### src/rtl/core/atsc_div.sv
// Pipelined restoring divider, one quotient bit per stage, with a tag word
// carried alongside. Flags quotients that do not fit. Depends on nothing.
module atsc_div #(
  parameter int NW = 48,
  parameter int DW = 32,
  parameter int QW = 24,
  parameter type tag_t = logic
) (
  input  logic          clk,
  input  logic          rst,
  input  logic          in_valid,
  input  logic [NW-1:0] in_num,
  input  logic [DW-1:0] in_den,
  input  tag_t          in_tag,
  output logic          out_valid,
  output logic [QW-1:0] out_quot,
  output logic          out_sat,
  output tag_t          out_tag
);

  localparam int HW = NW - QW;
  localparam int CW = (HW > DW) ? HW : DW;

  logic          vld  [0:QW];
  logic          sat  [0:QW];
  logic [DW-1:0] rem  [0:QW];
  logic [DW-1:0] den  [0:QW];
  logic [QW-1:0] low  [0:QW];
  logic [QW-1:0] quot [0:QW];
  tag_t          tag  [0:QW];

  logic [CW-1:0] head_x;
  logic [CW-1:0] den_x;

  assign head_x = CW'(in_num[NW-1:QW]);
  assign den_x  = CW'(in_den);

  always_ff @(posedge clk) begin
    if (rst) begin
      vld[0] <= 1'b0;
    end else begin
      vld[0] <= in_valid;
    end
    sat[0]  <= head_x >= den_x;
    rem[0]  <= head_x[DW-1:0];
    den[0]  <= in_den;
    low[0]  <= in_num[QW-1:0];
    quot[0] <= '0;
    tag[0]  <= in_tag;
  end

  for (genvar k = 1; k <= QW; k++) begin : g_stage
    logic [DW:0] trial;
    logic [DW:0] diff;
    logic        ge;

    assign trial = {rem[k-1], low[k-1][QW-1]};
    assign diff  = trial - {1'b0, den[k-1]};
    assign ge    = trial >= {1'b0, den[k-1]};

    always_ff @(posedge clk) begin
      if (rst) begin
        vld[k] <= 1'b0;
      end else begin
        vld[k] <= vld[k-1];
      end
      sat[k]  <= sat[k-1];
      rem[k]  <= ge ? diff[DW-1:0] : trial[DW-1:0];
      den[k]  <= den[k-1];
      low[k]  <= low[k-1] << 1;
      quot[k] <= {quot[k-1][QW-2:0], ge};
      tag[k]  <= tag[k-1];
    end
  end

  assign out_valid = vld[QW];
  assign out_quot  = quot[QW];
  assign out_sat   = sat[QW];
  assign out_tag   = tag[QW];

endmodule

### config.mk
export PLATFORM = sky130hd
export DESIGN_NAME = atsc_div
export DESIGN_NICKNAME = d
export VERILOG_FILES = /design/src/rtl/core/atsc_div.sv
export SDC_FILE = /design/constraint.sdc
export NUM_CORES = 2
export LEC_CHECK = 0
export BUFFER_PORTS_ARGS = -buffer_cell sky130_fd_sc_hd__buf_2
export CELL_PAD_IN_SITES_DETAIL_PLACEMENT = 1
export CELL_PAD_IN_SITES_GLOBAL_PLACEMENT = 2
export CORE_ASPECT_RATIO = 1.4
export CORE_MARGIN = 2
export CORE_UTILIZATION = 41
export DETAILED_ROUTE_END_ITERATION = 6
export PLACE_DENSITY_LB_ADDON = 0.1
export SYNTH_ARGS = -nofsm -noshare
export SYNTH_HDL_FRONTEND = slang
export SYNTH_SLANG_ARGS = --single-unit
### constraint.sdc
create_clock -name clk -period 4.1 [get_ports clk]
set_input_delay 0.615 -clock clk [delete_from_list [all_inputs] [get_ports clk]]
set_output_delay 0.615 -clock clk [all_outputs]
set_load 0.05 [all_outputs]
## Word level (Yosys, flattened, before mapping)

Memories as Yosys holds them, arrays and structs flattened.
Index checks and enable logic that the tools add are counted.

| word-level totals | value |
|---|---|
| memories | 7 |
| memory bits (writable) | 2875 |
| register bits | 0 |
| input bits | 84 |
| output and inout port bits | 27 |
| word-level logic and storage cells | 133 |

Memories:

| name | words | width | rd ports | clocked after Yosys merged registers in | write ports | RTL line | RTL |
|---|---|---|---|---|---|---|---|
| den | 25 | 32 | 24 | 0 | 25 | 27 | `logic [DW-1:0] den [0:QW];` |
| rem | 25 | 32 | 24 | 0 | 25 | 26 | `logic [DW-1:0] rem [0:QW];` |
| low | 25 | 24 | 24 | 0 | 25 | 28 | `logic [QW-1:0] low [0:QW];` |
| quot | 25 | 24 | 25 | 0 | 25 | 29 | `logic [QW-1:0] quot [0:QW];` |
| sat | 25 | 1 | 25 | 0 | 25 | 25 | `logic sat [0:QW];` |
| tag | 25 | 1 | 25 | 0 | 25 | 30 | `tag_t tag [0:QW];` |
| 1 more memories | - | - | - | - | - | - |  |

| operators by class | value |
|---|---|
| add/subtract/negate cells | 24 |
| bitwise gates (word level) | 25 |
| $lt $le $gt $ge | 25 |
| multiplexer cells | 52 |

Operators by type and width:

| operator | count |
|---|---|
| $ge 33x32->1 | 24 |
| $mux 32 | 24 |
| $sub 32x32->32 | 24 |
| $ge 24x32->1 | 1 |
| $mux 1 | 28 |
| $or 1x1->1 | 25 |

## Longest topological paths before layout

| logic depth | value |
|---|---|
| depth after elaboration | 3 |
| gate-level depth with buffers | 15 |
| depth with buffers taken out | 13 |

## Worst setup path before layout

No wires, ideal clock.

| path | value |
|---|---|
| path kind | register to register |
| start point | memory den[4][10], in the netlist den[0][138] |
| end point | memory rem[5][4], in the netlist rem[0][164] |
| path slack | 0.854 ns |
| path buffers | 1 |
| arrival time | 3.122 ns |
| data required time | 3.977 ns |
| cell stages (with the launch flop) | 13 |
| setup time | 0.123 ns |
| period minus slack after synthesis | 3.246 ns |
| cells stage by stage | dfxtp_1 > inv_1 > ha_1 > and3_1 > a22o_1 > a311o_1 > a21o_1 > a211o_1 > o21a_1 > a21bo_2 > a21oi_4 > buf_4 > mux2_1 |

RTL lines:

| what | RTL line |
|---|---|
| start: declaration | 27 |
| end: declaration | 26 |

==> impl_results.md <==
* Simple-gate share of the synthesized area at between 10% and 20%
* Vias/cell at just over 5
* HP Class: in2reg
* Post-synthesis mux area share at under 10%
* Minimum clock period at about 4000 ps
* Core Box Area at 227000 um^2
* Drt wl/cell at ~21 um
* Top Ports at 111
* Crit-path cells: inv_1, ha_1, fa_1, nand2b_1, a21oi_1, o21ai_0, a2111oi_0, buf_4, nor4b_1, o32ai_1, a211o_1, a221oi_1, xor2_1, o21ai_0
* Post-DP HPWL at 221000 um
* Post-Syn Area per Cell at just under 10 um^2
* Max-Cap Viols at 0
* Top area cells in the synthesized netlist: dfxtp_1, ha_1, inv_1, a21oi_1, a21o_1
* WS Path Type: reg2reg
* DIE HEIGHT at around 570 um
* Flops & latches, synth at between 2k and 2.5k
* Vias in the first global route at approximately 74k
* Clk buf depth at 4
* Drt first pass iters at 6
* Cell Pwr Density at slightly below 900 nW/um^2
* Synth-to-layout area growth at 15.3%
* Routed wire length at ~270000 um
* Commonest cells after routing, fill and taps aside: dfxtp_1, inv_1, ha_1, a21oi_1, nand2_1
* Synth area leader: dfxtp_1
* Largest net degree at the start of global routing at 65
* DP Cell Count at roughly 13k
* Status: finished clean
* Post-Synth Adder-Cell Area at 11.0%
* Slowest CP cell: o32ai_1
* Compound-Gate Fraction of Synth Area at roughly 17%
* Clk_lat worst skew at ~910 ps
* Unique masters post-synth at 94
* Via count at 68.3k
* H-tree depth at 4
* Actual slew at the worst max-slew pin at a little over 900 ps
* Syn Nets at 10.5k
* Layout Cells excl Fill at roughly 13k
* Tcrit/Tclk final at a little over nine tenths
* Synth Cell Area at between 90000 and 100000 um^2
* Row count at roughly 210
* Max_slew headroom at 37.2%
* Worst EP arrival at 4800 ps
* Syn. warnings at 0
* Clock sinks at roughly 2.2k
* Synth top area share at 47.3%
* CP dominant cell by count: o21ai_0
* Width of the chip at roughly 400 um
* Worst hold slack at roughly 150 ps
* Worst vdd ir at between 500 and 600 uV
* Endpoints failing setup at 0
* Final clock skew at ~70 ps
* Clock-pin slew on the worst setup and hold paths at 70 ps
* Worst Setup End Kind: flip-flop
* Global Route Usage Sum at a little under a quarter
* Final hold violations at 0
* Worst path max stage delay at 710 ps
* GRT overflow at 0
* Initial antenna violation count at 6
* First-pass GRT wire length at around 420000 um
* Layout cells sized above 1 at a little over a tenth
* RSZ-0062 raised after global routing: no
* Gpl congestion at ~0.88
* Antenna viol nets, final at 0
* Number of flops mapped to enable cells by yosys at 0
* Commonest non-fill, non-tap cell in the layout: dfxtp_1
* Critical-path maximum fanout at 3
* CP bufs+invs at 2
* Gate count after technology mapping at ~9.6k
* Leak pwr at 49.9 nW
* Max Fclk at approximately 250 MHz
* Synth Area in XOR/XNOR at around 5.6%
* Port Buffers at 110
* Post-CTS setup buffer count at 0
* Fin nets at ~11k
* Main combinational cell family by area after synthesis: compound AO/OA/AOI/OAI gates
* CP startpoint kind: flip-flop
* CP required at between 4000 and 5000 ps
* Top FF cell, synth: dfxtp_1
* Max Transition Viols Final at 0
* Post-synth ARST share at 0%
* Register area share after synthesis at around 47%
* Sequential cell area at 44100 um^2
* CTS tree: built
* Initial DRC Count at roughly 2.4k
* Root buf cell: clkbuf_16
* Filler instances at about 25k
* Largest delay share family, worst path: compound AO/OA/AOI/OAI gates
* DRC at 0
* Area of the multi-input gates at ~45000 um^2
* Total Die Area at roughly 230000 um^2
* Number of buffers created by CTS at around 220
* Initial Util at roughly two fifths
==> power by group <==
| part | internal (mW) | switching, mW | leakage [nW] |
|---|---|---|---|
| logic | 18.1 | 22.7 | 27.5 |
| registers | 26.7 | 3.49 | 18.5 |
| clock network | 13.1 | 8.74 | 3.81 |
| total | 57.8 | 35.0 | 49.9 |
==> what timing repair did <==
action                                  in CTS  in global routing
hold endpoints to repair                    82                  0
resized for setup                            1                  5
pin swaps                                    0                  0
hold buffers                                82                  0
endpoints found under the setup margin       1                  4
==> area by class of cell <==
type	instances	area share, %
clock buffer	292	5.84
timing repair buffer	397	3.00
multi-input combinational	6183	41.7
tap	3030	3.53
antenna	13	0.0303
clock inverter	110	1.51
inverter	961	3.36
sequential	2203	41.1
==> metal layers <==
metal	vias up	part of all wire [%]	routed length (um)	GRT usage (%)
met5	-	0	0	0
li1	33800	-	-	-
met2	881	56	153000	47.5
met1	33000	35	95200	21.8
met4	0	6.9	18800	14.2
met3	558	2.2	6150	2.38
==> logic make-up after synthesis <==
group,Yosys count
AO/OA/AOI/OAI,2452
XOR/XNOR,596
adder cells (fa/ha/maj),808
buffers and inverters,1187
flip-flops,2203
multiplexers,355
AND/OR/NAND/NOR,1972
==> final timing paths <==
path	from	end	slack [ps]	cells past startpoint
worst max-delay path	low[1][119]	rem[2][190]	100	14
worst min-delay path	rst	vld[0][0]	150	2
worst max register to register	low[1][119]	rem[2][190]	100	14
worst min register to register	low[0][258]	low[0][283]	310	0
==> sequential cells by signal, summed over array words and instances, names as in the netlist <==
register	cells
quot	300
low	300
tag	25
rem	760
sat	25
vld	25
den	768
==> cell usage after synthesis (135+ instances only) <==
cell      number
inv_1        960
mux2_2       275
a21oi_1      696
nor2_1       476
a21o_1       436
xor2_1       244
o21ai_0      595
dfxtp_1     2203
nand2_1      623
xnor2_1      352
clkbuf_1     187
nor2b_1      146
ha_1         785
nand4_1      135
==> stage by stage <==
| stage | total power, mW | setup TNS (ps) | setup slack (ps) | utilization (%) | area, um^2 |
|---|---|---|---|---|---|
| floorplan | 58.5 | 0 | 854 | - | 93200 |
| global placement | 70.7 | -50.5 | -35.1 | 43.5 | 98600 |
| detailed placement | 71.4 | -2.38 | -2.38 | 43.5 | 98600 |
| CTS | 93.9 | 0 | 90.0 | 47.4 | 107000 |
| global route | 99.4 | 0 | 10.3 | 47.4 | 107000 |
| finish | 92.8 | 0 | 95.0 | 47.4 | 107000 |
Power figures use the tool's default switching activity.
