<file path="src/rtl/core/atsc_pkg.sv">
// Package for the adaptive time-step controller: widths, reset values,
// register indexes, status codes and the ratio-breakpoint register group.
// No dependencies.
package atsc_pkg;

  localparam int TIME_BITS_DEF       = 48;
  localparam int RATIO_FRAC_BITS_DEF = 16;
  localparam int CHANGE_BITS         = 32;
  localparam int RATIO_REG_BITS      = 24;
  localparam int ADDR_BITS           = 6;
  localparam int DATA_BITS           = 64;

  localparam logic [2:0] REG_STEADY      = 3'd0;
  localparam logic [2:0] REG_TARGET      = 3'd1;
  localparam logic [2:0] REG_MIN_STEP    = 3'd2;
  localparam logic [2:0] REG_MAX_STEP    = 3'd3;
  localparam logic [2:0] REG_ZERO_GAIN   = 3'd4;
  localparam logic [2:0] REG_LINEAR_LOW  = 3'd5;
  localparam logic [2:0] REG_LINEAR_HIGH = 3'd6;
  localparam logic [2:0] REG_FULL_GAIN   = 3'd7;

  localparam logic [2:0] ST_UNCHANGED = 3'd0;
  localparam logic [2:0] ST_UPDATED   = 3'd1;
  localparam logic [2:0] ST_LIMITED   = 3'd2;
  localparam logic [2:0] ST_BELOW_MIN = 3'd3;
  localparam logic [2:0] ST_BAD_INPUT = 3'd4;
  localparam logic [2:0] ST_BEHIND    = 3'd5;

  localparam logic [63:0] RESET_TARGET          = 64'd16777;
  localparam logic [63:0] RESET_MIN_STEP        = 64'd1;
  localparam logic [63:0] RESET_MAX_STEP        = 64'd1000000;
  localparam logic [RATIO_REG_BITS-1:0] RESET_Z = 24'd32768;
  localparam logic [RATIO_REG_BITS-1:0] RESET_L = 24'd58982;
  localparam logic [RATIO_REG_BITS-1:0] RESET_H = 24'd72090;
  localparam logic [RATIO_REG_BITS-1:0] RESET_F = 24'd131072;

  typedef struct packed {
    logic [RATIO_REG_BITS-1:0] z;
    logic [RATIO_REG_BITS-1:0] l;
    logic [RATIO_REG_BITS-1:0] h;
    logic [RATIO_REG_BITS-1:0] f;
  } ratio_cfg_t;

  function automatic int gain_bits(int rf);
    return (rf + 2 > RATIO_REG_BITS) ? rf + 2 : RATIO_REG_BITS;
  endfunction

endpackage

</file>
<file path="src/rtl/core/atsc_regs.sv">
// Configuration registers of the time-step controller behind an APB-style
// port. Depends on atsc_pkg.
module atsc_regs #(
  parameter int TIME_BITS = atsc_pkg::TIME_BITS_DEF
) (
  input  logic                                clk,
  input  logic                                rst,
  input  logic                                psel,
  input  logic                                penable,
  input  logic                                pwrite,
  input  logic [atsc_pkg::ADDR_BITS-1:0]      paddr,
  input  logic [atsc_pkg::DATA_BITS-1:0]      pwdata,
  output logic [atsc_pkg::DATA_BITS-1:0]      prdata,
  output logic                                steady_mode,
  output logic [atsc_pkg::CHANGE_BITS-1:0]    target_change,
  output logic [TIME_BITS-1:0]                min_step,
  output logic [TIME_BITS-1:0]                max_step,
  output atsc_pkg::ratio_cfg_t                ratio_cfg
);

  logic       wr;
  logic [2:0] idx;

  assign wr  = psel && penable && pwrite;
  assign idx = paddr[atsc_pkg::ADDR_BITS-1:3];

  always_ff @(posedge clk) begin
    if (rst) begin
      steady_mode   <= 1'b0;
      target_change <= atsc_pkg::RESET_TARGET[atsc_pkg::CHANGE_BITS-1:0];
      min_step      <= TIME_BITS'(atsc_pkg::RESET_MIN_STEP);
      max_step      <= TIME_BITS'(atsc_pkg::RESET_MAX_STEP);
      ratio_cfg.z   <= atsc_pkg::RESET_Z;
      ratio_cfg.l   <= atsc_pkg::RESET_L;
      ratio_cfg.h   <= atsc_pkg::RESET_H;
      ratio_cfg.f   <= atsc_pkg::RESET_F;
    end else if (wr) begin
      unique case (idx)
        atsc_pkg::REG_STEADY:      steady_mode   <= pwdata[0];
        atsc_pkg::REG_TARGET:      target_change <= pwdata[atsc_pkg::CHANGE_BITS-1:0];
        atsc_pkg::REG_MIN_STEP:    min_step      <= pwdata[TIME_BITS-1:0];
        atsc_pkg::REG_MAX_STEP:    max_step      <= pwdata[TIME_BITS-1:0];
        atsc_pkg::REG_ZERO_GAIN:   ratio_cfg.z   <= pwdata[atsc_pkg::RATIO_REG_BITS-1:0];
        atsc_pkg::REG_LINEAR_LOW:  ratio_cfg.l   <= pwdata[atsc_pkg::RATIO_REG_BITS-1:0];
        atsc_pkg::REG_LINEAR_HIGH: ratio_cfg.h   <= pwdata[atsc_pkg::RATIO_REG_BITS-1:0];
        atsc_pkg::REG_FULL_GAIN:   ratio_cfg.f   <= pwdata[atsc_pkg::RATIO_REG_BITS-1:0];
        default: ;
      endcase
    end
  end

  always_comb begin
    unique case (idx)
      atsc_pkg::REG_STEADY:      prdata = atsc_pkg::DATA_BITS'(steady_mode);
      atsc_pkg::REG_TARGET:      prdata = atsc_pkg::DATA_BITS'(target_change);
      atsc_pkg::REG_MIN_STEP:    prdata = atsc_pkg::DATA_BITS'(min_step);
      atsc_pkg::REG_MAX_STEP:    prdata = atsc_pkg::DATA_BITS'(max_step);
      atsc_pkg::REG_ZERO_GAIN:   prdata = atsc_pkg::DATA_BITS'(ratio_cfg.z);
      atsc_pkg::REG_LINEAR_LOW:  prdata = atsc_pkg::DATA_BITS'(ratio_cfg.l);
      atsc_pkg::REG_LINEAR_HIGH: prdata = atsc_pkg::DATA_BITS'(ratio_cfg.h);
      atsc_pkg::REG_FULL_GAIN:   prdata = atsc_pkg::DATA_BITS'(ratio_cfg.f);
      default:                   prdata = '0;
    endcase
  end

endmodule

</file>
<file path="config.mk">
export PLATFORM = sky130hd
export DESIGN_NAME = atsc_regs
export DESIGN_NICKNAME = d
export VERILOG_FILES = /design/src/rtl/core/atsc_pkg.sv /design/src/rtl/core/atsc_regs.sv
export SDC_FILE = /design/constraint.sdc
export NUM_CORES = 1
export LEC_CHECK = 0
export BUFFER_PORTS_ARGS = -buffer_cell sky130_fd_sc_hd__buf_2
export CORE_MARGIN = 5
export CORE_UTILIZATION = 45
export CTS_CLUSTER_SIZE = 16
export DETAILED_ROUTE_END_ITERATION = 12
export GPL_TIMING_DRIVEN = 0
export PLACE_DENSITY = 0.73
export SYNTH_ARGS = -nofsm -noshare
export SYNTH_HDL_FRONTEND = slang
export SYNTH_SLANG_ARGS = --single-unit
</file>
<file path="constraint.sdc">
create_clock -name clk -period 2.5 [get_ports clk]
set_clock_uncertainty 0.1 [all_clocks]
set_input_delay 0.125 -clock clk [delete_from_list [all_inputs] [get_ports clk]]
set_output_delay 0.125 -clock clk [all_outputs]
set_load 0.05 [all_outputs]
</file>
After elaboration in Yosys (flattened, before gate mapping)
Index checks and enable logic that the tools add are counted.
Widths: inputs -> output; s select.
- register bits: 225
- latch bits: 0
- RAM bits: 0
- ROM bits: 0
- output and inout bits: 289
- word-level logic and storage cells: 27
- memories: 0
- add/subtract/negate cells: 0
- $mul: 0
- div/mod/pow operators: 0
- magnitude comparators: 0
- equality and inequality tests: 7
- shift operators: 0
- mux-type cells: 1
- bitwise logic cells: 0
- reductions and logical operators: 11
- operators by type and width (operator ; count):
    $pmux 64 s8 ; 1
    $reduce_and 2->1 ; 8
    $eq 3x3->1 const B ; 4
    $eq 3x2->1 const B ; 2
    $eq 3x1->1 const B ; 1
    $logic_not 3->1 ; 1
    $logic_and 1x1->1 ; 2

Longest topological paths before layout
Gate-level depths: netlist (run 1).
- word-level depth: 3
- gate-level depth with buffers: 8
- depth with buffers taken out: 3

Worst setup path after synthesis (run 1)
Ideal clock, no wire load.
- path type: input to output
- start point: input paddr[3] (netlist name)
- end point: output prdata[10] (netlist name)
- data arrival time: 1.812 ns
- setup slack: 0.463 ns
- cell stages on the path: 6
- cell sequence: buf_2 -> buf_2 -> nor2b_1 -> buf_2 -> a22oi_1 -> o221ai_1
- cells in the longest elaborated chain, start to end: 2
- elaborated cells between the ends (all ways): 9
- ends and longest elaborated chain (item ; line ; text):
    start: declaration ; atsc_regs.sv:11 ; input logic [atsc_pkg::ADDR_BITS-1:0] paddr,
    $eq 3x3->1, or another cell as far along ; atsc_regs.sv:53 ; unique case (idx)
    $pmux 64 s8 (*) ; atsc_regs.sv:53 ;
    end: declaration ; atsc_regs.sv:13 ; output logic [atsc_pkg::DATA_BITS-1:0] prdata,
Every way passes the cells marked *; elsewhere a longest branch is shown, timed or not. The select of a mux whose other input is x is not followed.

Worst setup path in the final report (run 1)
- start point: input paddr[5] (netlist name)
- end point: output prdata[17] (netlist name)
The elaborated chain is that of the path after synthesis.

==> results list, run 1 <==
- The run finished with clean final reports.
- Final sum of negative setup slack: 0 ns
- The via count of the first global-routing pass came to 10200.
* RSZ-0062 raised after global routing: false
- The longest clock path from root to sink contains 3 buffers.
- Clock-pin slew was measured on the worst setup and hold paths at 0.06 ns.
* TritonCTS clock tree: built
- Critical path fanouts, max: 10
- The signal on the critical path passes through buf_4 > buf_2 > clkbuf_1 > nand3_1 > o211a_1 > o22ai_1 > buf_2.
- STA puts the critical path data required time at 2.28 ns.
- Leaving out fill and tap cells, the most frequent cell in the layout is buf_2.
- Netlist area before placement: 0.0107 mm²
- Antenna violations before repair: 0
- Setup violations remaining at the end of the flow were counted as 0.
- For flop-to-flop paths, the worst setup slack is 1.51 ns.
* Placed instance area: 0.0128 mm²
- Area enclosed by the die boundary: 0.0270 mm²
- Kind of start point of the critical path: primary input
- Proportion of total power due to net switching: 0.270
- Across the whole layout, storage elements account for 0.00450 mm².
* Post-synth top flop: dfxtp_1
- The setup path with the least slack is of type in -> out.
* Drt first pass iters: 8
- After technology mapping, the gate count stands at 1087.
* Leakage power total: 6.91 nW
- Entering global routing, the biggest net connects 13 pins.
* Proportion of synthesized chip area in sequential cells: 0.420
- Number of top-level design ports: around 360
- The initial utilization of the core area, before any placement, comes to 0.457.
* Share of total power in combinational logic: 0.125
- The first routing iteration left 1147 violations.
- Detail-routed via count per cell: 5.60
* Relative area change from synthesis to final layout: 30.9%
- Peak per-stage delay on the critical path: slightly above 0.7 ns
* CP Capture Type: output port
- Share of the clock period used by the worst path: 0.980
* Crit path max-delay cell type: clkbuf_1
* Footprint of the multi-input gates: roughly 0.0057 mm²
- Internal power comes to 0.00590 W.
- The routed layout has 10300 vias.
* Total clock sinks: 225
- Antenna diodes: 0
- Die boundary width: 164 µm
- Max-slew violations: 0
- Hold Vio Cnt, Final: 0
- Synthesized area per cell: around 9.9 µm²
- Power density over the cells: 576 mW/mm²
- The clock period could shrink to 2.45 ns.
- Number of levels in the clock H-tree: 1
* Mean routed wirelength per cell: 24.1 µm
- In the final layout, the share of cells above drive strength 1 is 0.308.
* Worst Reg-to-Reg Cells: 2
- Leaving out fill and tap cells, the most frequent cells in the layout are buf_2, nand2b_1, dfxtp_1, mux2i_1, nor2_1.
- Arrival time worst endpoint: around 2.2 ns
- Combined global-route utilization of all metal layers: 0.309
- Number of warnings printed during yosys synthesis: 0
- Site Rows: 56
- Flop pwr share: 0.449
* RR Endpoint: ratio_cfg[28]
- Total number of nets in the final design: 1576
- Among the stages of the critical path, the cell type that occurs most often is buf_2.
- In this run the worst hold path is classified as in -> reg.
* Share of flip-flops with an asynchronous set or reset: 0
- In this run, CTS created clock tree buffers numbering 24.
- The count of nets left with antenna violations once routing finished came out at 0.
- In this run, synthesis inferred 0 flip-flops with an integrated enable.
- Clock latency on the worst-skew pair, taken at its later pin, is between 0.5 and 0.6 ns.
- Net switching power: 0.00219 W
- Drt drc: 0
- The core region is 0.0235 mm².
* Worst slew pin tran: 1.01 ns
- The critical path ends at prdata[17].
* Crit path from: paddr[5]
- Wire length of the first global-routing pass: 63.0 mm
- Max-Cap Viols: 0
- Timing would allow up to 408 MHz.
- The netlist uses 34 different library cells.
- WL final: approximately 44 mm
- Die outline height: around 160 µm
- Counting the fill cells in the layout gives between 2000 and 2500.
* Startpoint of the worst-slack reg-to-reg timing path: ratio_cfg[28]
- Final weighted congestion of routability-driven global placement: 0.905
* Summed area of non-filler cells in the final layout: 0.0140 mm²
- Headroom to the max-slew limit came out at 0.324.
* Number of flip-flops and latches in the synthesized netlist: 225
- The share of total power dissipated in the clock network is 0.426.
- The HPWL after detailed placement is 31.0 mm.
- CTS placed an instance of clkbuf_16 at the clock tree root.
- Overflow left after global routing: 0
- Input and output buffers added on the ports amount to 325.
- Peak supply drop: 0.461 mV
==> state kept, by name, indices dropped and copies added (netlist names) <==
signal,flops
steady_mode,1
min_step,48
max_step,48
target_change,32
ratio_cfg,96
==> synthesized netlist by cell type (all sizes together) (3+ instances only) <==
library cell | n | area [µm²]
a211o | 3 | 26.3
a21boi | 3 | 22.5
a21oi | 15 | 75.1
a221oi | 4 | 35.0
a22oi | 53 | 398
and2 | 4 | 25.0
buf | 62 | 377
clkbuf | 45 | 170
dfxtp | 225 | 4500
inv | 3 | 11.3
mux2 | 47 | 529
mux2i | 224 | 2240
mux4 | 3 | 67.6
nand2 | 24 | 90.1
nand2b | 227 | 1420
nand3 | 16 | 80.1
nor2 | 79 | 297
nor2b | 6 | 37.5
o21ai | 15 | 75.1
o221ai | 20 | 175
==> metal layers <==
metal / global-route usage / share of wire / up-vias
li1: - / - / 4566
met1: 0.392 / 0.39 / 4958
met2: 0.514 / 0.47 / 622
met3: 0.0639 / 0.097 / 126
met4: 0.126 / 0.044 / 0
met5: 0 / 0 / -
==> cells by family (layout without fill, tap and decap cells) <==
| group | count (synthesis) | after routing | synth area share |
|---|---|---|---|
| AND/OR/NAND/NOR | 361 | 361 | 0.185 |
| multiplexers | 274 | 274 | 0.265 |
| flip-flops | 225 | 225 | 0.420 |
| AO/OA/AOI/OAI | 116 | 116 | 0.0776 |
| buffers and inverters | 110 | 524 | 0.0520 |
| other | 1 | 16 | 0.000350 |
==> cell type report <==
| class | instances | share of cell area |
|---|---|---|
| multi-input cells | 767 | 0.408 |
| flip-flops and latches | 225 | 0.321 |
| repair buffers | 373 | 0.150 |
| clock buffers | 38 | 0.0516 |
| plain buffers | 107 | 0.0397 |
| well taps | 319 | 0.0284 |
| clock inverters | 3 | 0.00107 |
| inverters | 3 | 0.000802 |
==> through the flow <==
step | setup WS [ns] | hold WS, ns | cells | total power [W] | util
global placement | 0.0737 | 0.269 | 1746 | 0.00463 | 0.546
CTS | 0.0422 | 0.00158 | 1835 | 0.00807 | 0.598
finish | 0.0510 | 0.0325 | 1835 | 0.00809 | 0.598
floorplan | 0.463 | 0.143 | 1102 | 0.00432 | -
global route | 0.0134 | 0.0539 | 1835 | 0.00826 | 0.598
detailed placement | 0.0607 | 0.278 | 1746 | 0.00464 | 0.546
==> what timing repair did <==
action                                 in CTS  in global routing
setup endpoints to repair                   0                  4
endpoints found under the hold margin     225                  0
buffers inserted                            0                  0
hold buffers                               48                  0
gates resized for setup                     0                  6
==> worst max-delay path, delay by kind of cell <==
| family | cells | cell delay [ns] |
|---|---|---|
| AO/OA/AOI/OAI | 2 | 0.43 |
| buffers and inverters | 4 | 1.49 |
| AND/OR/NAND/NOR | 1 | 0.18 |
==> how the worst min path moves through the flow <==
stage,from,endpoint,slack (ns),cells past startpoint
final,paddr[3],ratio_cfg[47],0.03,4
after detailed placement,pwdata[4],ratio_cfg[28],0.28,2
after global routing,paddr[3],ratio_cfg[47],0.05,4
after floorplan,pwdata[4],ratio_cfg[28],0.14,1
after global placement,pwdata[12],ratio_cfg[36],0.27,2
after CTS,paddr[3],ratio_cfg[47],0.002,4
==> power groups by stage <==
stage,logic [W],registers (W),clock network (W)
floorplan,0.000516,0.00380,0
global placement,0.000921,0.00371,0
detailed placement,0.000926,0.00371,0
global route,0.00104,0.00364,0.00358
CTS,0.000988,0.00364,0.00345
finish,0.00101,0.00364,0.00344
(Power assumes the default switching activity.)
==> run 2: changes to the inputs <==
--- a/config.mk
+++ b/config.mk
@@ -6,7 +6,6 @@
 export NUM_CORES = 1
 export LEC_CHECK = 0
 export BUFFER_PORTS_ARGS = -buffer_cell sky130_fd_sc_hd__buf_2
-export CORE_MARGIN = 5
 export CORE_UTILIZATION = 45
 export CTS_CLUSTER_SIZE = 16
 export DETAILED_ROUTE_END_ITERATION = 12
==> run 2 against run 1 <==
  * Critical path depth is 1 lower
  * Final cell count is 0.27% higher
  * The flow now finishes with violations (negative setup slack)
  * Count of clock-buffer cells in the layout is 6 lower
  * Power is 9.1% higher
  * Hold slack better by 0.042 ns
  * Register-to-register slack worse by 0.05 ns
  * Via count is 1.2% higher
  * Critical endpoint is now prdata[12]
==> results list, run 2 (synthesis results as in run 1) <==
- Maximum buffer depth of the clock tree: 3 (unchanged)
* Setup violators final: 2 (was 0)
- Final core utilization: 0.608 (was 0.598)
- Detailed placer's ending HPWL: 29.9 mm (was 31.0 mm)
- Worst path cell trace: buf_2 > clkbuf_1 > inv_1 > clkbuf_1 > o221ai_1 > buf_2 (was buf_4 > buf_2 > clkbuf_1 > nand3_1 > o211a_1 > o22ai_1 > buf_2).
* Number of vias after detailed routing: 10400 (was 10300)
- The relative max-transition margin came to 0.247 (was 0.324).
* Run status: complete, but fails checks (was complete, no violations)
- Max-slew violations: 0 (unchanged)
- Detail-routed via count per cell: 5.65 (was 5.60)
* Leakage power total: 7.00 nW (was 6.91 nW)
* Sink of the worst hold path: ratio_cfg[47] (unchanged)
- Number of violations reported at the end of detailed-routing iteration 0: 998 (was 1147)
- Regs by FF count: ratio_cfg x96, max_step x48, min_step x48 (unchanged)
* Drt first pass iters: 8 (unchanged)
* Reg2Reg Setup Slack: 1.46 ns (was 1.51 ns)
- RR Endpoint: ratio_cfg[35] (was ratio_cfg[28])
- The TritonCTS clock tree is built (unchanged).
- The total power is 0.00883 W (was 0.00809 W).
- The number of cell rows came to 56 (unchanged).
- The number of nets with antenna violations after routing was 0 (unchanged).
- Total clock sinks: 225 (unchanged)
* Crit path required time: 2.28 ns (about the same)
- The detail-routed net length per standard cell came to 23.3 µm (was 24.1 µm).
- Worst Slack Setup Final: -0.0763 ns (was 0.0510 ns)
- The global placer's final weighted congestion is 0.914 (was 0.905).
- The height of the die was 156 µm (was 164 µm).
- Highest-count cells in the layout ignoring fill and taps: buf_2, nand2b_1, dfxtp_1, mux2i_1, nor2_1 (unchanged)
* Clock edge transition at the registers on the reported setup and hold paths: 0.06 ns (about the same)
- Drt drc: 0 (unchanged)
* Via count of the first global-routing pass: 9837 (was 10200)
* Cell family contributing the most delay on the critical path: buffers and inverters (unchanged)
- Wire length of the first global-routing pass: 61.3 mm (was 63.0 mm)
- Most common library cell in the layout ignoring fill and taps: buf_2 (unchanged)
- The critical path class was in -> out (unchanged).
* Postcts setup bufs: 0 (unchanged)
* Placeable Area: 0.0234 mm² (was 0.0235 mm²)
* Kind of start point of the critical path: primary input (unchanged)
- The number of max-capacitance violations reported was 0 (unchanged).
- The share of layout cells above drive strength 1 came to 0.314 (was 0.308).
- The width of the die was 156 µm (was 164 µm).
- Minimum clock period after layout: 2.58 ns (was 2.45 ns)
- Peak supply drop: 0.437 mV (was 0.461 mV)
- WL final: 42.8 mm (was 44.1 mm)
* Number of cells on the worst hold path: 4 (unchanged)
- The logic depth of the worst register-to-register path came to 2 (unchanged).
- Max reg flops: 96 (unchanged)
- The die area came to 0.0245 mm² (was 0.0270 mm²).
- The worst endpoint data arrival time was 2.35 ns (was 2.22 ns).
* Worst min-delay path class: in -> reg (unchanged)
- The power per cell area is 620 mW/mm² (was 576 mW/mm²).
- The number of buffers and inverters on the critical path is 5 (was 4).
- The number of diodes is 0 (unchanged).
* Pin count of the biggest net entering global routing: 14 (was 13)
- The final reports fail on negative setup slack.
- Total number of nets in the final design: 1577 (was 1576)
- The number of hold violations in the final report came to 0 (unchanged).
* Crit path max-delay cell type: clkbuf_1 (unchanged)
- The deepest level of the CTS H-tree was 1 (unchanged).
- Clock insertion delay at the later pin of the skew report: 0.52 ns (was 0.51 ns)
- TritonCTS Buffers: 25 (was 24)
* Critical path fanouts, max: 10 (unchanged)
- Final sum of negative setup slack: -0.117 ns (was 0 ns)
- Overflow left after global routing: 0 (unchanged)
* Reg with most FFs: ratio_cfg (unchanged)
- The ratio of final minimum period to clock period came to 1.03 (was 0.980).
* Highest clock frequency the design can meet: 388 MHz (was 408 MHz)
- The I/O pin total is 364 (unchanged).
- Setup slack after placement: 0.00990 ns (was 0.0607 ns)
- Peak per-stage delay on the critical path: 0.78 ns (was 0.72 ns)
- The growth of design area from synthesis to finish came to 32.7% (was 30.9%).
- The slew of the pin with the lowest slew margin was 1.13 ns (was 1.01 ns).
- CP Capture Type: output port (unchanged)
- Antenna violations before repair: 2 (was 0)
* Combined global-route utilization of all metal layers: 0.340 (was 0.309)
- RSZ-0062 raised after global routing: false (unchanged)
* Port Buf Inserts: 325 (unchanged)
* Initial Util: 0.458 (was 0.457)
* Startpoint of the worst-slack reg-to-reg timing path: ratio_cfg[35] (was ratio_cfg[28])
* Critical hold path startpoint: paddr[3] (unchanged)
- The master cell of the clock root buffer is clkbuf_16 (unchanged).
[run 2: repair_timing]
| action | CTS | global route |
|---|---|---|
| gates resized for setup | 2 | 5 |
| hold endpoints to repair | 225 | 0 |
| gates cloned | 0 | 0 |
| setup endpoints to repair | 1 | 6 |
| hold buffers | 48 | 0 |
[run 2: per-layer routing]
layer  track usage  vias up  share of wire
li1              -     4563              -
met1         0.423     4993           0.38
met2         0.542      696           0.45
met3        0.0922      137           0.12
met4         0.168        2          0.053
met5             0        -        0.00030
[run 2: area by class of cell]
cell class | count | area [µm²]
Buffer | 107 | 561
Clock buffer | 32 | 702
Clock inverter | 14 | 229
Fill cell | 2030 | 9170
Inverter | 3 | 11.3
Multi-Input combinational cell | 767 | 5720
Sequential cell | 225 | 4500
Tap cell | 319 | 399
Timing Repair Buffer | 373 | 2110
[run 2: worst max path at each step]
stage | startpoint | end | slack, ns | depth (start not counted)
6_report | paddr[4] | prdata[12] | -0.08 | 6
5_1_grt | paddr[3] | prdata[1] | 0.02 | 6
4_1_cts | paddr[3] | prdata[3] | 0.07 | 7
3_5_place_dp | paddr[3] | prdata[1] | 0.01 | 7
3_3_place_gp | paddr[3] | prdata[1] | 0.07 | 7
2_1_floorplan | paddr[3] | prdata[10] | 0.46 | 6
[run 2: power breakdown]
part	internal, W	switching (W)
combinational	0.000320	0.000693
sequential	0.00361	0.0000243
clock	0.00260	0.00157
total	0.00653	0.00229
[run 2: worst reg2reg max path: stages, from the launching register on]
cell and delay (ns):
dfxtp_1 0.35, a21boi_0 0.15, a211o_1 0.34
[run 2: through the flow]
step	instance area (µm²)	hold WS, ns	cells
after floorplan	10800	0.143	1102
after global placement	12800	0.288	1746
after detailed placement	12800	0.287	1746
after CTS	14200	0.0580	1840
after global routing	14200	0.0876	1840
final	14200	0.0742	1840
==> run 3: changes to the inputs <==
--- a/config.mk
+++ b/config.mk
@@ -5,12 +5,14 @@
 export SDC_FILE = /design/constraint.sdc
 export NUM_CORES = 1
 export LEC_CHECK = 0
+export ABC_AREA = 1
 export BUFFER_PORTS_ARGS = -buffer_cell sky130_fd_sc_hd__buf_2
 export CORE_UTILIZATION = 45
 export CTS_CLUSTER_SIZE = 16
 export DETAILED_ROUTE_END_ITERATION = 12
 export GPL_TIMING_DRIVEN = 0
-export PLACE_DENSITY = 0.73
+export PLACE_DENSITY = 0.74
+export SKIP_CTS_REPAIR_TIMING = 1
 export SYNTH_ARGS = -nofsm -noshare
 export SYNTH_HDL_FRONTEND = slang
 export SYNTH_SLANG_ARGS = --single-unit
==> run 3 against run 2 <==
  * The flow finishes with violations (negative hold slack)
  * Fmax increased by 8.5%
  * Wire length decreased by 7.1%
  * Critical path depth rose by 2
  * First-iteration DRC count fell by 1.7%
  * Sequential cell count is the same
==> results list, run 3 <==
- The mapped cell area was 0.00982 mm² (was 0.0107 mm²).
- Run status: complete, but fails checks (unchanged)
- The wire length of the first global-routing pass is 56.9 mm (was 61.3 mm).
* Max reg flops: 96 (unchanged)
* Final weighted congestion of routability-driven global placement: 0.933 (was 0.914)
* Most common library cell in the layout ignoring fill and taps: nor2_1 (was buf_2)
- The maximum buffer depth of the clock tree is 3 (unchanged).
- Count of unique library cells instantiated by Yosys: 27 (was 34)
- Area enclosed by the die boundary: 0.0224 mm² (was 0.0245 mm²)
- Number of violations reported at the end of detailed-routing iteration 0: 981 (was 998)
* Area share of the largest cell type after synthesis: 0.459 (was 0.420)
- Highest-count cells in the layout ignoring fill and taps: nor2_1, buf_2, o21ai_0, dfxtp_1, nand2_1 (was buf_2, nand2b_1, dfxtp_1, mux2i_1, nor2_1).
- The library cell contributing the largest single delay on the critical path is clkbuf_1 (unchanged).
- Regs by FF count: ratio_cfg x96, max_step x48, min_step x48 (unchanged).
- Top post-synthesis cells by count: nor2_1, o21ai_0, dfxtp_1 (was nand2b_1, dfxtp_1, mux2i_1).
- Max-Cap Viols: 0 (unchanged)
- Share of flip-flops with an asynchronous set or reset: 0 (unchanged)
* Max-slew violations: 0 (unchanged)
- Minimum clock period after layout: 2.38 ns (was 2.58 ns)
- The number of detailed-route iterations in the first pass was 6 (was 8).
- The largest delay contributor family on the critical path is buffers and inverters (unchanged).
- Leakage power total: 6.58 nW (was 7.00 nW)
- Met2 track demand over resource: 0.568 (was 0.542)
- Most repeated cell in the gate-level netlist after synthesis: nor2_1 (was nand2b_1)
- Highest clock frequency the design can meet: 421 MHz (was 388 MHz)
* Worst path cell trace: buf_2 > buf_4 > nand3_4 > clkbuf_1 > o21ai_0 > nor2_1 > nand2_1 > buf_2 (was buf_2 > clkbuf_1 > inv_1 > clkbuf_1 > o221ai_1 > buf_2)
- The overall fraction of global-route tracks in use is 0.341 (was 0.340).
* Peak per-stage delay on the critical path: 0.59 ns (was 0.78 ns)
* Placeable Area: 0.0212 mm² (was 0.0234 mm²)
* Relative area change from synthesis to final layout: 32.8% (was 32.7%)
- RSZ-0062 raised after global routing: false (unchanged).
* Peak supply drop: 0.453 mV (was 0.437 mV)
- TritonCTS clock tree: built (unchanged)
- The relative max-transition margin came to 0.434 (was 0.247).
- Initial Util: 0.463 (was 0.458)
- The master cell of the clock root buffer is clkbuf_16 (unchanged).
- The required time of the worst setup path is 2.28 ns (about the same).
- The number of CTS-inserted buffers came to 24 (was 25).
* Worst path buffer plus inverter count: 4 (was 5)
- The via count of the first global-routing pass was 9613 (was 9837).
- Antenna diodes: 0 (unchanged)
- The worst hold-check slack came to -0.0410 ns (was 0.0742 ns).
- The met1 track demand over resource in global routing is 0.429 (was 0.423).
- Fraction of layout cells with a size suffix above 1: 0.242 (was 0.314)
- Among the stages of the critical path, the cell type that occurs most often is buf_2.
* Number of flip-flops and latches in the synthesized netlist: 225 (unchanged)
* Pin count of the biggest net entering global routing: 13 (was 14)
* Largest area contributor in the netlist: dfxtp_1 (unchanged)
- Synth area leaders: dfxtp_1, nor2_1, o21ai_0 (was dfxtp_1, mux2i_1, nand2b_1)
* Overflow left after global routing: 0 (unchanged)
- Clock insertion delay at the later pin of the skew report: 0.52 ns (about the same)
* Violations in the final reports: negative hold slack (was negative setup slack)
- The detail-routed via count per cell is 5.24 (was 5.65).
* Die boundary width: 150 µm (was 156 µm)
* Worst Slack Setup Final: 0.125 ns (was -0.0763 ns)
- Arrival time worst endpoint: 2.15 ns (was 2.35 ns)
* Synthesized area per cell: 6.96 µm² (was 9.87 µm²)
- The number of nets with antenna violations after routing was 0 (unchanged).
- Number of top-level design ports: 364 (unchanged)
- Clock edge transition at the registers on the reported setup and hold paths: 0.06 ns (about the same)
- Power density over the cells: 614 mW/mm² (was 620 mW/mm²)
- The number of cell rows came to 53 (was 56).
* Final sum of negative setup slack: 0 ns (was -0.117 ns)
- The critical path class is in -> out (unchanged).
- The routing usage on met3 is 0.0631 (was 0.0922).
* Post-synth top flop: dfxtp_1 (unchanged)
- The kind of capture point of the worst setup path was an output port (unchanged).
- EDFF count, synth: 0 (unchanged)
- The deepest level of the CTS H-tree is 1 (unchanged).
- The number of warning messages in the yosys log was 0 (unchanged).
* Total number of nets in the final design: 1898 (was 1577)
- Proportion of synthesized chip area in sequential cells: 0.459 (was 0.420)
- Critical path fanouts, max: 10 (unchanged)
- The height of the die is 150 µm (was 156 µm).
* Worst min-delay path class: in -> reg (unchanged)
* Worst slew pin tran: 0.849 ns (was 1.13 ns)
- The detail-routed net length per standard cell came to 18.8 µm (was 23.3 µm).
* Detailed placer's ending HPWL: 29.2 mm (was 29.9 mm)
* Number of vias after detailed routing: 11100 (was 10400)
- The final setup violation count came to 0 (was 2).
- The number of hold violations in the final report is 1 (was 0).
* Antenna violations before repair: 1 (was 2)
* Total clock sinks: 225 (unchanged)
- Highest-utilization routing layer at the global route stage: met2 (unchanged)
- The type of origin of the critical path is a primary input (unchanged).
* Drt drc: 0 (unchanged)
- The ratio of final minimum period to clock period is 0.950 (was 1.03).
* Cell count after synthesis: 1410 (was 1087)
- The wire length after detailed routing was 39.8 mm (was 42.8 mm).
- The number of inserted filler cells in the final layout was 2031 (was 2030).
- Port Buf Inserts: 325 (unchanged)
- The worst slack at placement was 0.208 ns (was 0.00990 ns).
- The register with the highest flop count is ratio_cfg (unchanged).
-- run 3: tightest hold or removal path, cell delays in order --
cell and delay [ns]:
buf_6 0.14, nor2_8 0.07, nand2_1 0.07, nor3_1 0.04, nor2_1 0.08
-- run 3: worst paths after layout --
kind | startpoint | to | slack [ns] | depth (start not counted)
hold reg to reg | target_change[14] | target_change[14] | 0.39 | 2
setup / recovery | paddr[5] | prdata[16] | 0.12 | 8
setup reg to reg | min_step[39] | min_step[39] | 1.63 | 2
hold / removal | paddr[4] | steady_mode | -0.04 | 5
-- run 3: kinds of logic after synthesis --
| kind of cell | synth area share |
|---|---|
| and+or+nand+nor | 0.295 |
| AOI/OAI and AO/OA | 0.151 |
| DFF | 0.459 |
| buffers and inverters | 0.0946 |
| other | 0.000382 |
-- run 3: final cells by class --
type / instances / area (µm²) / share of cell area
buffer: 107 / 607 / 0.0465
clock inverter: 4 / 45.0 / 0.00346
sequential: 225 / 4500 / 0.346
clock buffer: 39 / 678 / 0.0520
timing repair buffer: 372 / 2100 / 0.161
tap: 275 / 344 / 0.0264
inverter: 85 / 322 / 0.0247
multi-input combinational: 1008 / 4440 / 0.341
-- run 3: metal layers --
layer,wire (µm),vias up
met4,1760,2
met3,4000,125
met5,13,-
li1,-,5276
met1,15400,5008
met2,18600,673
-- run 3: power breakdown --
| part | switching (W) | leakage, nW | internal, W |
|---|---|---|---|
| Sequential | 0.0000399 | 1.82 | 0.00363 |
| Combinational | 0.000701 | 4.41 | 0.000236 |
| Clock | 0.00144 | 0.350 | 0.00195 |
| Total | 0.00219 | 6.58 | 0.00582 |
-- run 3: stage by stage --
stage               hold slack [ns]  power, W   util  std cells  area [µm²]
global route                0.00684   0.00822  0.614       2115       13000
floorplan                     0.138   0.00430      -       1425        9870
CTS                          -0.266   0.00794  0.592       2068       12600
global placement              0.261   0.00461  0.558       2025       11800
finish                      -0.0410   0.00800  0.614       2115       13000
detailed placement            0.266   0.00461  0.558       2025       11800
